==> src/sv/sound_activity_detector_unit_macros.svh <==
// Assertion macros for the sound activity detector.
`ifndef SOUND_ACTIVITY_DETECTOR_UNIT_MACROS_SVH
`define SOUND_ACTIVITY_DETECTOR_UNIT_MACROS_SVH
`ifndef SYNTHESIS
// same-cycle implication, checked out of reset
`define SAD_ASSERT_NOW(label, ante, cons) \
  label: assert property (@(posedge clk) disable iff (!rst_n) (ante) |-> (cons)) \
    else $error("sound activity detector check failed");
// next-cycle implication, checked out of reset
`define SAD_ASSERT_NEXT(label, ante, cons) \
  label: assert property (@(posedge clk) disable iff (!rst_n) (ante) |=> (cons)) \
    else $error("sound activity detector check failed");
`else
`define SAD_ASSERT_NOW(label, ante, cons)
`define SAD_ASSERT_NEXT(label, ante, cons)
`endif
`endif

==> src/sv/sad_pkg.sv <==
// Shared types and constants of the sound activity detector.
package sad_pkg;

  localparam int PWR_W   = 16;
  localparam int TIME_W  = 32;
  localparam int INTEG_W = 32;
  localparam int STEP_W  = 16;
  localparam int CFG_IDX_W = 3;
  localparam int CFG_DATA_W = 32;

  // quotient bits: |step| * diff stays below 2^31
  localparam int DIV_STEPS = 31;
  localparam int DIV_CNT_W = $clog2(DIV_STEPS);

  // detector states
  localparam logic [1:0] ST_SILENCE = 2'd0;
  localparam logic [1:0] ST_SOUND   = 2'd1;
  localparam logic [1:0] ST_LASTING = 2'd2;

  // register map
  localparam logic [CFG_IDX_W-1:0] REG_THRESHOLD  = 3'd0;
  localparam logic [CFG_IDX_W-1:0] REG_SOUND_STEP = 3'd1;
  localparam logic [CFG_IDX_W-1:0] REG_SIL_STEP   = 3'd2;
  localparam logic [CFG_IDX_W-1:0] REG_FLOOR      = 3'd3;
  localparam logic [CFG_IDX_W-1:0] REG_CEILING    = 3'd4;
  localparam logic [CFG_IDX_W-1:0] REG_ON_LEVEL   = 3'd5;
  localparam logic [CFG_IDX_W-1:0] REG_OFF_LEVEL  = 3'd6;
  localparam logic [CFG_IDX_W-1:0] REG_LASTING_MS = 3'd7;

  // register reset values
  localparam logic [PWR_W-1:0]          RST_THRESHOLD  = 16'd1311;
  localparam logic signed [STEP_W-1:0]  RST_SOUND_STEP = 16'sd100;
  localparam logic signed [STEP_W-1:0]  RST_SIL_STEP   = -16'sd100;
  localparam logic signed [INTEG_W-1:0] RST_FLOOR      = 32'sd0;
  localparam logic signed [INTEG_W-1:0] RST_CEILING    = 32'sd1000;
  localparam logic signed [INTEG_W-1:0] RST_ON_LEVEL   = 32'sd500;
  localparam logic signed [INTEG_W-1:0] RST_OFF_LEVEL  = 32'sd100;
  localparam logic [TIME_W-1:0]         RST_LASTING_MS = 32'd120000;

  typedef struct packed {
    logic [PWR_W-1:0]  power;
    logic [TIME_W-1:0] now_ms;
  } in_item_t;

  typedef struct packed {
    logic [1:0]                  sound_state;
    logic                        state_changed;
    logic signed [INTEG_W-1:0]   integrator_value;
  } out_item_t;

endpackage

==> src/sv/sound_activity_detector_unit.sv <==
// Sound activity detector: power integrator with hysteresis and lasting-silence timer.
//
// Each request carries a power sample (unsigned Q0.16) and a millisecond
// timestamp. Power at or above the threshold T adds sound_step*(p-T)/T to a
// signed integrator, power below it adds silence_step*(T-p)/T; the quotient
// truncates toward zero and a threshold of zero acts as one. The integrator
// is clamped to the floor, then to the ceiling (the ceiling wins if they
// cross). A three-state detector (silence, sound, lasting silence) then
// moves at most once per request: to sound when the integrator reaches the
// on level, back to silence when it falls to the off level (starting the
// silence timer), and to lasting silence once the wrapped time since that
// start reaches lasting_silence_ms. The timer runs from time 0 after reset.
// Every request yields exactly one result: new state, a change flag and the
// clamped integrator. A request is taken in the idle step, then passes a
// multiply step, the bit-serial restoring divider (31 quotient bits, one
// quotient bit per cycle through a single 17-bit subtractor), an add step
// and a finish step; a new request waits until the last one has finished.
// in_ready comes back at the same time as the result becomes valid. The
// result sits in an output register, so a new request may be taken while
// the last result waits; the finish step holds until that register is
// free. Registers are written through the cfg port; the user must write
// them only while no request is in flight, which the block does not
// enforce; cfg_ready is always high.
`include "sound_activity_detector_unit_macros.svh"

module sound_activity_detector_unit (
  input  logic                           clk,
  input  logic                           rst_n,
  input  logic                           in_valid,
  output logic                           in_ready,
  input  sad_pkg::in_item_t              in_data,
  output logic                           out_valid,
  input  logic                           out_ready,
  output sad_pkg::out_item_t             out_data,
  input  logic                           cfg_valid,
  output logic                           cfg_ready,
  input  logic [sad_pkg::CFG_IDX_W-1:0]  cfg_index,
  input  logic [sad_pkg::CFG_DATA_W-1:0] cfg_data
);
  import sad_pkg::*;

  // sequencer codes
  localparam logic [2:0] SQ_IDLE = 3'd0;
  localparam logic [2:0] SQ_MUL  = 3'd1;
  localparam logic [2:0] SQ_DIV  = 3'd2;
  localparam logic [2:0] SQ_ADD  = 3'd3;
  localparam logic [2:0] SQ_FIN  = 3'd4;

  // configuration registers
  logic [PWR_W-1:0]          thr_r;
  logic signed [STEP_W-1:0]  snd_step_r;
  logic signed [STEP_W-1:0]  sil_step_r;
  logic signed [INTEG_W-1:0] floor_r;
  logic signed [INTEG_W-1:0] ceil_r;
  logic signed [INTEG_W-1:0] on_lvl_r;
  logic signed [INTEG_W-1:0] off_lvl_r;
  logic [TIME_W-1:0]         last_ms_r;

  // sequencer and datapath
  logic [2:0]                seq_r, seq_nxt;
  logic [PWR_W-1:0]          pwr_r, pwr_nxt;
  logic [TIME_W-1:0]         now_r, now_nxt;
  logic                      neg_r, neg_nxt;
  logic [DIV_STEPS-1:0]      dvd_r, dvd_nxt;     // dividend, becomes quotient
  logic [PWR_W-1:0]          rem_r, rem_nxt;
  logic [DIV_CNT_W-1:0]      cnt_r, cnt_nxt;
  logic signed [INTEG_W:0]   acc_r, acc_nxt;     // 33 bits: sum never wraps

  // detector state
  logic signed [INTEG_W-1:0] integ_r, integ_nxt;
  logic [1:0]                dstate_r, dstate_nxt;
  logic [TIME_W-1:0]         sil_start_r, sil_start_nxt;

  // output register
  logic                      out_valid_r, out_valid_nxt;
  out_item_t                 out_data_r, out_data_nxt;

  // combinational helpers
  logic [PWR_W-1:0]          thr_eff;
  logic                      above;
  logic [PWR_W-1:0]          diff;
  logic signed [STEP_W-1:0]  step_sel;
  logic [STEP_W:0]           step_mag;
  logic [2*STEP_W:0]         prod;
  logic [PWR_W:0]            shifted;
  logic [PWR_W:0]            trial;
  logic                      q_bit;
  logic signed [INTEG_W:0]   mag;
  logic signed [INTEG_W:0]   delta;
  logic signed [INTEG_W:0]   lo_ext;
  logic signed [INTEG_W:0]   hi_ext;
  logic signed [INTEG_W:0]   clamp_lo;
  logic signed [INTEG_W:0]   clamp_hi;
  logic signed [INTEG_W-1:0] integ_new;
  logic [TIME_W-1:0]         elapsed;
  logic                      out_free;

  assign in_ready  = (seq_r == SQ_IDLE);
  assign cfg_ready = 1'b1;
  assign out_valid = out_valid_r;
  assign out_data  = out_data_r;
  assign out_free  = !out_valid_r || out_ready;

  // threshold of zero behaves as one
  assign thr_eff  = (thr_r == '0) ? PWR_W'(1) : thr_r;
  assign above    = (pwr_r >= thr_eff);
  assign diff     = above ? (pwr_r - thr_eff) : (thr_eff - pwr_r);
  assign step_sel = above ? snd_step_r : sil_step_r;
  // magnitude of the gain; 32768 for -32768 still fits in the low 16 bits
  assign step_mag = step_sel[STEP_W-1] ? ((STEP_W+1)'(0) - {step_sel[STEP_W-1], step_sel})
                                       : {1'b0, step_sel};
  assign prod     = step_mag * {{(STEP_W+1-PWR_W){1'b0}}, diff};

  // restoring divide step
  assign shifted = {rem_r, dvd_r[DIV_STEPS-1]};
  assign trial   = shifted - {1'b0, thr_eff};
  assign q_bit   = (shifted >= {1'b0, thr_eff});

  assign mag     = {{(INTEG_W+1-DIV_STEPS){1'b0}}, dvd_r};
  assign delta   = neg_r ? -mag : mag;

  // clamp: floor first, ceiling last
  assign lo_ext    = {floor_r[INTEG_W-1], floor_r};
  assign hi_ext    = {ceil_r[INTEG_W-1], ceil_r};
  assign clamp_lo  = (acc_r < lo_ext) ? lo_ext : acc_r;
  assign clamp_hi  = (clamp_lo > hi_ext) ? hi_ext : clamp_lo;
  assign integ_new = clamp_hi[INTEG_W-1:0];
  assign elapsed   = now_r - sil_start_r;

  always_comb begin
    seq_nxt       = seq_r;
    pwr_nxt       = pwr_r;
    now_nxt       = now_r;
    neg_nxt       = neg_r;
    dvd_nxt       = dvd_r;
    rem_nxt       = rem_r;
    cnt_nxt       = cnt_r;
    acc_nxt       = acc_r;
    integ_nxt     = integ_r;
    dstate_nxt    = dstate_r;
    sil_start_nxt = sil_start_r;
    out_valid_nxt = out_valid_r && !out_ready;
    out_data_nxt  = out_data_r;

    case (seq_r)
      SQ_IDLE: begin
        if (in_valid) begin
          pwr_nxt = in_data.power;
          now_nxt = in_data.now_ms;
          seq_nxt = SQ_MUL;
        end
      end
      SQ_MUL: begin
        // |gain| * |p - T| < 2^31
        dvd_nxt = prod[DIV_STEPS-1:0];
        neg_nxt = step_sel[STEP_W-1];
        rem_nxt = '0;
        cnt_nxt = '0;
        seq_nxt = SQ_DIV;
      end
      SQ_DIV: begin
        rem_nxt = q_bit ? trial[PWR_W-1:0] : shifted[PWR_W-1:0];
        dvd_nxt = {dvd_r[DIV_STEPS-2:0], q_bit};
        if (cnt_r == DIV_CNT_W'(DIV_STEPS - 1)) begin
          seq_nxt = SQ_ADD;
        end else begin
          cnt_nxt = cnt_r + DIV_CNT_W'(1);
        end
      end
      SQ_ADD: begin
        acc_nxt = {integ_r[INTEG_W-1], integ_r} + delta;
        seq_nxt = SQ_FIN;
      end
      SQ_FIN: begin
        // hold until the output register can take the result
        if (out_free) begin
          integ_nxt = integ_new;
          out_data_nxt.state_changed = 1'b0;
          if ((dstate_r == ST_SILENCE || dstate_r == ST_LASTING) &&
              integ_new >= on_lvl_r) begin
            dstate_nxt = ST_SOUND;
            out_data_nxt.state_changed = 1'b1;
          end else if (dstate_r == ST_SOUND && integ_new <= off_lvl_r) begin
            dstate_nxt    = ST_SILENCE;
            sil_start_nxt = now_r;
            out_data_nxt.state_changed = 1'b1;
          end else if (dstate_r == ST_SILENCE && elapsed >= last_ms_r) begin
            dstate_nxt = ST_LASTING;
            out_data_nxt.state_changed = 1'b1;
          end
          out_data_nxt.sound_state      = dstate_nxt;
          out_data_nxt.integrator_value = integ_new;
          out_valid_nxt = 1'b1;
          seq_nxt       = SQ_IDLE;
        end
      end
      default: begin
        seq_nxt = SQ_IDLE;
      end
    endcase
  end

  always_ff @(posedge clk) begin
    if (!rst_n) begin
      seq_r       <= SQ_IDLE;
      out_valid_r <= 1'b0;
      integ_r     <= '0;
      dstate_r    <= ST_SILENCE;
      sil_start_r <= '0;
    end else begin
      seq_r       <= seq_nxt;
      out_valid_r <= out_valid_nxt;
      integ_r     <= integ_nxt;
      dstate_r    <= dstate_nxt;
      sil_start_r <= sil_start_nxt;
    end
  end

  // payload registers, no reset
  always_ff @(posedge clk) begin
    pwr_r      <= pwr_nxt;
    now_r      <= now_nxt;
    neg_r      <= neg_nxt;
    dvd_r      <= dvd_nxt;
    rem_r      <= rem_nxt;
    cnt_r      <= cnt_nxt;
    acc_r      <= acc_nxt;
    out_data_r <= out_data_nxt;
  end

  // configuration writes
  always_ff @(posedge clk) begin
    if (!rst_n) begin
      thr_r      <= RST_THRESHOLD;
      snd_step_r <= RST_SOUND_STEP;
      sil_step_r <= RST_SIL_STEP;
      floor_r    <= RST_FLOOR;
      ceil_r     <= RST_CEILING;
      on_lvl_r   <= RST_ON_LEVEL;
      off_lvl_r  <= RST_OFF_LEVEL;
      last_ms_r  <= RST_LASTING_MS;
    end else if (cfg_valid) begin
      case (cfg_index)
        REG_THRESHOLD:  thr_r      <= cfg_data[PWR_W-1:0];
        REG_SOUND_STEP: snd_step_r <= cfg_data[STEP_W-1:0];
        REG_SIL_STEP:   sil_step_r <= cfg_data[STEP_W-1:0];
        REG_FLOOR:      floor_r    <= cfg_data[INTEG_W-1:0];
        REG_CEILING:    ceil_r     <= cfg_data[INTEG_W-1:0];
        REG_ON_LEVEL:   on_lvl_r   <= cfg_data[INTEG_W-1:0];
        REG_OFF_LEVEL:  off_lvl_r  <= cfg_data[INTEG_W-1:0];
        REG_LASTING_MS: last_ms_r  <= cfg_data[TIME_W-1:0];
        default: begin
        end
      endcase
    end
  end

  // a taken request always starts the multiply step
  `SAD_ASSERT_NEXT(a_accept_starts, in_valid && in_ready, seq_r == SQ_MUL)
  // divider counter never runs past the last quotient bit
  `SAD_ASSERT_NOW(a_div_cnt_range, seq_r == SQ_DIV, cnt_r <= DIV_CNT_W'(DIV_STEPS - 1))
  // the integrator never ends above the ceiling after a request
  `SAD_ASSERT_NEXT(a_integ_ceiling, seq_r == SQ_FIN && out_free, integ_r <= ceil_r)
  // a result is only loaded when the sequencer finishes
  `SAD_ASSERT_NOW(a_out_from_fin, out_valid_nxt && !out_valid_r, seq_r == SQ_FIN)

endmodule
==> config.mk <==
export PLATFORM = sky130hd
export DESIGN_NAME = sound_activity_detector_unit
export DESIGN_NICKNAME = d
export VERILOG_FILES = /design/src/sv/sad_pkg.sv /design/src/sv/sound_activity_detector_unit.sv
export VERILOG_INCLUDE_DIRS = /design/src /design/src/sv
export SDC_FILE = /design/constraint.sdc
export NUM_CORES = 2
export LEC_CHECK = 0
export ABC_AREA = 0
export ABC_CLOCK_PERIOD_IN_PS = 9950
export BUFFER_PORTS_ARGS = -buffer_cell sky130_fd_sc_hd__buf_2
export CORE_MARGIN = 2
export CORE_UTILIZATION = 55
export CTS_BUF_LIST = sky130_fd_sc_hd__clkbuf_4
export DETAILED_ROUTE_END_ITERATION = 6
export PLACE_DENSITY = 0.72
export SYNTH_ARGS = -nofsm -noshare
export SYNTH_HDL_FRONTEND = slang
export SYNTH_SLANG_ARGS = --single-unit
==> constraint.sdc <==
create_clock -name clk -period 9.95 [get_ports clk]
set_clock_uncertainty 0.1 [all_clocks]
set_input_delay 0 -clock clk [delete_from_list [all_inputs] [get_ports clk]]
set_output_delay 0 -clock clk [all_outputs]
set_load 0.01 [all_outputs]
==> flow_metrics.env <==
export IMPL_yosysWarnings=0
export IMPL_ys_seq_area_frac=0.294
export IMPL_numPortBuffers=124
export IMPL_finalCritPeriodShare=0.960
export IMPL_cts_tree="done"
export IMPL_hold_path_class="in -> reg"
export IMPL_clk_path_buf_depth=3
export IMPL_cts_htree_levels=3
export IMPL_cpMaxStageDelayCell="fa_1"
export IMPL_crit_type="reg -> reg"
export IMPL_crit_arrival_ns=10.06
export IMPL_synth_edff_count=169
export IMPL_final_area_um2=41700
export IMPL_final_nets=5176
export IMPL_place_gp_congestion=0.939
export IMPL_rows=94
export IMPL_synthesis_instances=4144
export IMPL_cts_root_buf="clkbuf_4"
export IMPL_setup_ws_ns=0.401
export IMPL_ios=126
export IMPL_final_max_slew_viol_count=0
export IMPL_worstMarginPinSlew_ns=1.22
export IMPL_setup_violations=0
export IMPL_hold_viol_final=0
export IMPL_dr_pass1_iters=6
export IMPL_grt_start_max_net_pins=98
export IMPL_grt_pass1_vias=30700
export IMPL_max_stage_delay_ns=0.59
export IMPL_path_clk_slew_ns=0.07
export IMPL_initial_utilization=0.553
export IMPL_die_x_um=261
export IMPL_clk_latency_ns=0.93
export IMPL_min_period_ns=9.55
export IMPL_die_h_um=261
export IMPL_synth_cell_types=80
export IMPL_core_area_um2=65500
export IMPL_fmax_mhz=105
export IMPL_drt_iter0_drc=2404
export IMPL_antenna_found_initial=2
export IMPL_area_growth_pct=15.1
export IMPL_place_ws_ns=-0.0794
export IMPL_viasPerCell=5.64
export IMPL_grt_pass1_wl_um=164000
export IMPL_ys_async_sr_fraction=0
export IMPL_vias=30900
export IMPL_cts_buffers=116
export IMPL_relSlewSlack=0.183
export IMPL_finalSetupTns_ns=0
export IMPL_crit_fanout=18
export IMPL_ys_seq_elements=447
export IMPL_drc=0
export IMPL_drv_cap=0
export IMPL_required_ns=10.46
export IMPL_ys_flop_type="dfxtp_1"
export IMPL_syn_avg_cell_area_um2=8.74
export IMPL_startpoint_type="flip-flop"
export IMPL_placed_area_um2=37900
export IMPL_numClockSinks=447
export IMPL_drive_gt1_frac=0.106
export IMPL_cp_end_kind="flip-flop"
export IMPL_run_status="completed"
export IMPL_grt_setup_unrepaired="false"
export IMPL_antenna_left=0
export IMPL_dp_hpwl_um=73600
export IMPL_crit_top_cell="fa_1"
export IMPL_overflow=0
export IMPL_grt_usage=0.307
export IMPL_syn_area_um2=36200
export IMPL_wirelength_um=104000
export IMPL_routedWlPerCell_um=18.9
export IMPL_dieArea_um2=67900
## logic make-up (layout without fill, tap and decap cells)
group | count (synthesis) | after routing | synth area share
fa+ha+maj | 580 | 580 | 0.244
xor+xnor | 168 | 168 | 0.0426
buf+inv | 724 | 1174 | 0.0782
compound gates | 797 | 797 | 0.149
mux | 120 | 120 | 0.0339
simple gates | 1306 | 1307 | 0.159
flops | 447 | 447 | 0.294
other cells | 2 | 17 | 0.000207
## routing by layer
layer  part of all wire  GRT usage
met5            0.00013          0
met4              0.046      0.139
met3              0.067     0.0461
met2               0.47      0.521
met1               0.41      0.387
## what timing repair did
action	in CTS	in global routing
cloned	0	1
pin swaps	0	2
gates resized for setup	1	20
setup endpoints to repair	2	13
buffers inserted	0	3
endpoints found under the hold margin	346	0
hold buffers	205	0
## cells in the mapped netlist (all sizes together), types with 47 or more instances
cell    instances  area (um2)
nand2         662        2490
inv           540        2030
ha            368        4600
dfxtp         278        5570
nor2          269        1030
fa            212        4240
a21oi         187         936
a21boi        169        1270
edfxtp        169        5070
clkbuf        145         557
nand3         120         601
xnor2         120        1090
o21ai         111         567
mux2i         105        1060
a21o           94         706
nand2b         55         344
xor2           47         427
## cells in the final DEF (no fill, tap or decap), types with 24 or more instances in the layout
cell / synthesis / final
a21oi_1: 187 / 184
buf_2: 14 / 123
inv_1: 539 / 539
clkinv_1: 1 / 25
a21o_1: 94 / 94
o21a_1: 24 / 24
nand4_1: 35 / 35
o211ai_1: 43 / 43
dfxtp_1: 278 / 278
nand2_1: 660 / 659
fa_1: 212 / 212
o21ai_0: 106 / 106
nand3_1: 120 / 118
ha_1: 368 / 368
a21boi_0: 169 / 169
mux2i_1: 103 / 102
nand2b_1: 55 / 55
o221ai_1: 35 / 34
nor2b_1: 43 / 43
clkbuf_4: 0 / 183
buf_4: 14 / 84
nor2_1: 259 / 254
xnor2_1: 116 / 112
nor3_1: 31 / 29
dlygate4sd3_1: 0 / 205
xor2_1: 45 / 44
edfxtp_1: 169 / 169
## stage by stage
| step | cells | utilization | hold slack [ns] |
|---|---|---|---|
| after global placement | 5045 | 0.578 | 0.0765 |
| final | 5474 | 0.636 | 0.236 |
| after global routing | 5474 | 0.636 | 0.206 |
| after detailed placement | 5045 | 0.578 | 0.0782 |
| after CTS | 5468 | 0.634 | 0.161 |
| after floorplan | 4157 | - | -0.00113 |
## critical path, delay by kind of cell (launching register included)
kind / cells / cell delay [ns]
buffers and inverters: 7 / 0.55
adder cells (fa/ha/maj): 9 / 4.01
multiplexers: 2 / 0.85
flip-flops: 1 / 0.34
AND/OR/NAND/NOR: 5 / 0.96
AO/OA/AOI/OAI: 10 / 2.29
XOR/XNOR: 1 / 0.16
## worst paths after layout
| kind | end | startpoint | slack, ns | cells after the start |
|---|---|---|---|---|
| max | dvd_r[24] | thr_r[7] | 0.40 | 34 |
| min | now_r[27] | in_data[27] | 0.24 | 3 |
| max reg2reg | dvd_r[24] | thr_r[7] | 0.40 | 34 |
| min reg2reg | sil_start_r[14] | sil_start_r[14] | 0.36 | 2 |
## state kept, by name, indices dropped and copies added (netlist names), 31 cells and up
| name | flops |
|---|---|
| out_data | 35 |
| acc_r | 33 |
| ceil_r | 32 |
| floor_r | 32 |
| integ_r | 32 |
| last_ms_r | 32 |
| now_r | 32 |
| off_lvl_r | 32 |
| on_lvl_r | 32 |
| sil_start_r | 32 |
| dvd_r | 31 |
## cell type report
| type | count | area [um2] |
|---|---|---|
| Multi-Input combinational cell | 2987 | 23000 |
| Fill cell | 5485 | 23800 |
| Sequential cell | 447 | 10600 |
| Timing Repair Buffer | 415 | 3340 |
| Clock buffer | 183 | 1370 |
| Antenna cell | 2 | 5.00 |
| Clock inverter | 35 | 193 |
| Tap cell | 864 | 1080 |
| Inverter | 541 | 2030 |
Power is not shown: default switching activity piles up to over one toggle a cycle in this logic, so the estimate is an artifact.
